--- src/sv/spf_div.sv ---
// Pipelined unsigned restoring divider, one quotient bit per stage.
// Used by scanline_polygon_span_fill; depends on nothing.
module spf_div #(
  parameter int NW = 34,
  parameter int DW = 18
) (
  input  logic          clk,
  input  logic [NW-1:0] num,
  input  logic [DW-1:0] den,
  output logic [NW-1:0] quo
);
  logic [NW-1:0] n_r [NW+1];
  logic [DW-1:0] d_r [NW+1];
  logic [DW:0]   rem_r [NW+1];
  logic [NW-1:0] q_r [NW+1];

  always_comb begin
    n_r[0]   = num;
    d_r[0]   = den;
    rem_r[0] = '0;
    q_r[0]   = '0;
  end

  for (genvar s = 0; s < NW; s++) begin : g_st
    logic [DW+1:0] tr;
    logic [DW+1:0] df;
    logic [DW-1:0] d_nxt;
    logic [DW:0]   rem_nxt;
    logic [NW-1:0] q_nxt;
    always_comb begin
      tr = {rem_r[s], n_r[s][NW-1-s]};
      df = tr - {2'b00, d_r[s]};
      d_nxt = d_r[s];
      if (!df[DW+1]) begin
        rem_nxt = df[DW:0];
        q_nxt = q_r[s] | (NW'(1) << (NW-1-s));
      end else begin
        rem_nxt = tr[DW:0];
        q_nxt = q_r[s];
      end
    end
    logic [NW-1:0] nr_r;
    logic [DW-1:0] dr_r;
    logic [DW:0]   rr_r;
    logic [NW-1:0] qr_r;
    always_ff @(posedge clk) begin
      nr_r <= n_r[s];
      dr_r <= d_nxt;
      rr_r <= rem_nxt;
      qr_r <= q_nxt;
    end
    always_comb begin
      n_r[s+1]   = nr_r;
      d_r[s+1]   = dr_r;
      rem_r[s+1] = rr_r;
      q_r[s+1]   = qr_r;
    end
  end

  assign quo = q_r[NW];
endmodule

--- config.mk ---
export PLATFORM = sky130hd
export DESIGN_NAME = spf_div
export DESIGN_NICKNAME = d
export VERILOG_FILES = /design/src/sv/spf_div.sv
export SDC_FILE = /design/constraint.sdc
export NUM_CORES = 2
export LEC_CHECK = 0
export BUFFER_PORTS_ARGS = -buffer_cell sky130_fd_sc_hd__buf_2
export CAP_MARGIN = 0
export CORE_MARGIN = 2
export CORE_UTILIZATION = 42
export CTS_BUF_LIST = sky130_fd_sc_hd__clkbuf_8
export DETAILED_ROUTE_END_ITERATION = 12
export GPL_TIMING_DRIVEN = 0
export PLACE_DENSITY = 0.62
export SLEW_MARGIN = 20
export SYNTH_ARGS = -nofsm -noshare
export SYNTH_HDL_FRONTEND = slang
export SYNTH_SLANG_ARGS = --single-unit
--- constraint.sdc ---
create_clock -name clk -period 3.6 [get_ports clk]
set_clock_uncertainty 0.15 [all_clocks]
set_input_delay 0.36 -clock clk [delete_from_list [all_inputs] [get_ports clk]]
set_output_delay 0.36 -clock clk [all_outputs]
set_load 0.05 [all_outputs]
==> flow_metrics.py <==
metrics = {
    "timing": {
        "finalCriticalPeriod_ns": 3.49,
        "tightest_slew_ns": 0.824,
        "fmax_ghz": 0.287,
        "drv_slew": 0,
        "hold_viol": 0,
        "setup-tns-final_ns": 0,
        "finalWorstSetupSlack_ns": 0.114,
        "fin_hold_ws_ns": 0.102,
        "period_share_pct": 96.8,
        "relSlewSlack_pct": 44.4,
        "finalSetupViolations": 0,
    },
    "floorplanning": {
        "rows": 164,
        "die_h_um": 453,
        "start_util_pct": 42.3,
        "die-width_um": 453,
        "dieArea_um2": 206000,
        "io_pins": 87,
        "core_um2": 200000,
    },
    "logic_synthesis": {
        "ys_warn_count": 0,
        "ys_seq_area_share_pct": 56.1,
        "synthSimpleGateAreaFrac_pct": 5.96,
        "synth.distinct_cells": 87,
        "synthCells": 7502,
        "async_reset_ff_share_pct": 0,
        "synth_fa_ha_area_share_pct": 9.53,
        "synth_top_family_by_area": "compound AO/OA/AOI/OAI gates",
        "yosys_most_used_dff": "dfxtp_1",
        "synth-edff-count": 0,
        "synth-seq-cells": 2377,
        "synth_xor_area_share_pct": 5.08,
        "syn_avg_cell_area_um2": 11.3,
        "synth_area_um2": 84800,
        "synth_mux_area_share_pct": 6.77,
        "synth_compound_area_share_pct": 12.8,
    },
    "route": {
        "vias": 52700,
        "post_drt_wl_per_cell_um": 14.7,
        "totalWireLength_um": 163000,
        "first_iter_violations": 2692,
        "route.antenna.remaining_nets": 0,
        "vias_per_cell": 4.76,
        "dr.pass1.iters": 6,
        "route.detailed.drc": 0,
    },
    "placement": {
        "place_hpwl_um": 117000,
        "io_buffer_count": 86,
        "place_worst_setup_slack_ns": -0.355,
        "dpl_cell_area_um2": 88600,
        "gp_congestion": 0.893,
    },
    "finish": {
        "area_growth_pct": 16.1,
        "fin_area_um2": 98500,
        "final_common_cell": "dfxtp_1",
        "nNetsFinal": 8798,
        "layout_common_cells": "dfxtp_1 (2377), inv_1 (813), ha_1 (595)",
        "final_layout_size_suffix_gt1_share_pct": 15.8,
    },
    "cts": {
        "root_buffer": "clkbuf_8",
        "clk_latency_ns": 1.07,
        "htreeDepth": 5,
        "clock_path_buffers": 4,
        "cts_buffers": 398,
        "clk_pin_slew_ns": 0.07,
        "cts_tree": "done",
        "cts_sinks": 2377,
    },
    "setup_path": {
        "crit_fanout": 10,
        "r2r_slack_ns": 0.11,
        "end_kind": "flip-flop",
        "cp_slowest_stage_delay_ns": 0.40,
        "crit_type": "flip-flop to flip-flop",
        "cpMaxStageDelayCell": "a31oi_1",
        "worstReg2RegStart": "g_st[16].dr_r[8]",
        "cp-startpoint": "g_st[16].dr_r[8]",
        "cp_data_required_time_ns": 4.37,
        "cp.arrival_ns": 4.25,
        "start_kind": "flip-flop",
        "worstPathCellList": "inv_1 > ha_1 > a21o_1 > a31oi_1 > nand2b_1 > o21ai_1 > mux2i_1 > nor2_2 > buf_2 > mux2_2",
    },
    "global_route": {
        "grt_pass1_vias": 53900,
        "grt_util_all_layers_pct": 15.8,
        "grt_pass1_wl_um": 267000,
        "grt_overflow": 0,
        "antenna_found_initial": 6,
        "grt_max_degree": 17,
    },
    "job": {
        "drv_cap": 0,
    },
    "power_and_ir_drop": {
        "total_power_uw": 105000,
        "leakage_uw": 0.0444,
        "power_density_nw_per_um2": 1070,
        "peakVddDrop_mv": 0.405,
    },
    "hold_path": {
        "hold_start": "g_st[26].qr_r[18]",
        "hp-class": "flip-flop to flip-flop",
    },
    "status": {
        "status": "finished clean",
    },
}
-- worst paths after layout --
check                       to  depth (start not counted)
max           g_st[17].rr_r[4]                         10
min          g_st[27].qr_r[18]                          0
max reg2reg   g_st[17].rr_r[4]                         10
min reg2reg  g_st[27].qr_r[18]                          0
-- report_power, final --
group	total (uW)	switching [uW]	internal, uW
clock network	24400	10300	14100
logic	43000	22100	21000
registers	38000	3580	34400
-- synth_stat cells, types with 8 or more instances --
cell	number	area, um^2
nor2_1	279	1050
o21ai_0	293	1470
o21bai_1	73	548
or2_2	23	144
a211o_1	36	315
a21o_1	235	1760
o211ai_1	34	255
a31o_2	9	78.8
and3_1	29	181
nor2_2	8	50.1
and2_1	26	163
nand2b_1	55	344
xor2_1	137	1200
nor3_1	74	370
or3_1	16	100
nand3_1	106	531
inv_1	709	2660
a31oi_1	42	263
a221oi_1	10	87.6
buf_2	35	175
nand2_1	269	1010
mux2_2	480	5410
mux2i_1	29	290
a211oi_1	52	390
nor2b_1	54	338
o31a_1	55	482
ha_1	595	7440
o2111ai_1	11	96.3
fa_1	32	641
o31ai_1	30	225
nand4b_1	9	78.8
clkbuf_1	45	169
a21oi_1	503	2520
o311ai_0	12	105
nand3b_1	15	113
a311o_1	13	130
a21boi_0	18	135
a2111oi_0	15	131
o21a_1	108	811
nand4_1	33	206
nor3b_1	12	90.1
a311oi_1	13	114
dfxtp_1	2377	47600
xnor2_1	345	3020
-- kinds of logic after synthesis --
group                      Yosys count
muxes                              513
adders and majority gates          627
AOI/OAI and AO/OA                 1651
buffers and inverters              806
DFF                               2377
xor gates and xnor gates           485
other                                1
and+or+nand+nor                   1042
-- worst max-delay path: cells and delay by family (launching register included) --
family,cells,cell delay (ns)
compound gates,3,0.97
mux,2,0.65
simple gates,2,0.47
buf+inv,2,0.41
flops,1,0.38
fa+ha+maj,1,0.37
-- repair_timing --
action / 4_1_cts / 5_1_grt
pin swaps: 4 / 10
hold buffers: 104 / 0
setup endpoints to repair: 148 / 299
setup buffers: 10 / 8
resized for setup: 18 / 46
hold endpoints to repair: 62 / 0
-- area by class of cell --
type | instances | area, um^2
antenna | 9 | 22.5
sequential | 2377 | 47600
clock buffer | 503 | 6920
timing repair buffer | 208 | 1620
tap | 2656 | 3320
inverter | 713 | 2680
clock inverter | 191 | 1480
fill | 17800 | 102000
buffer | 93 | 485
multi-input combinational | 4327 | 34300
-- per-stage QoR --
stage | instances | util, %
after floorplan | 7510 | -
after global placement | 10300 | 44.2
after detailed placement | 10300 | 44.2
after CTS | 11100 | 49.0
after global routing | 11100 | 49.2
final | 11100 | 49.2
-- flip-flops by register name (all words and copies together), names as in the netlist --
name        count
g_st.qr_r     561
g_st.rr_r     627
g_st.dr_r     576
g_st.nr_r     561
quo            34
g_st.d_nxt     18
-- metal layers --
layer,global-route usage (%),vias up,routed length [um]
met1,20.3,24200,78100
met4,6.78,0,5340
met2,25.4,915,72500
met5,0,-,0
met3,3.48,373,6630
li1,-,27200,-
(Power assumes the default switching activity.)
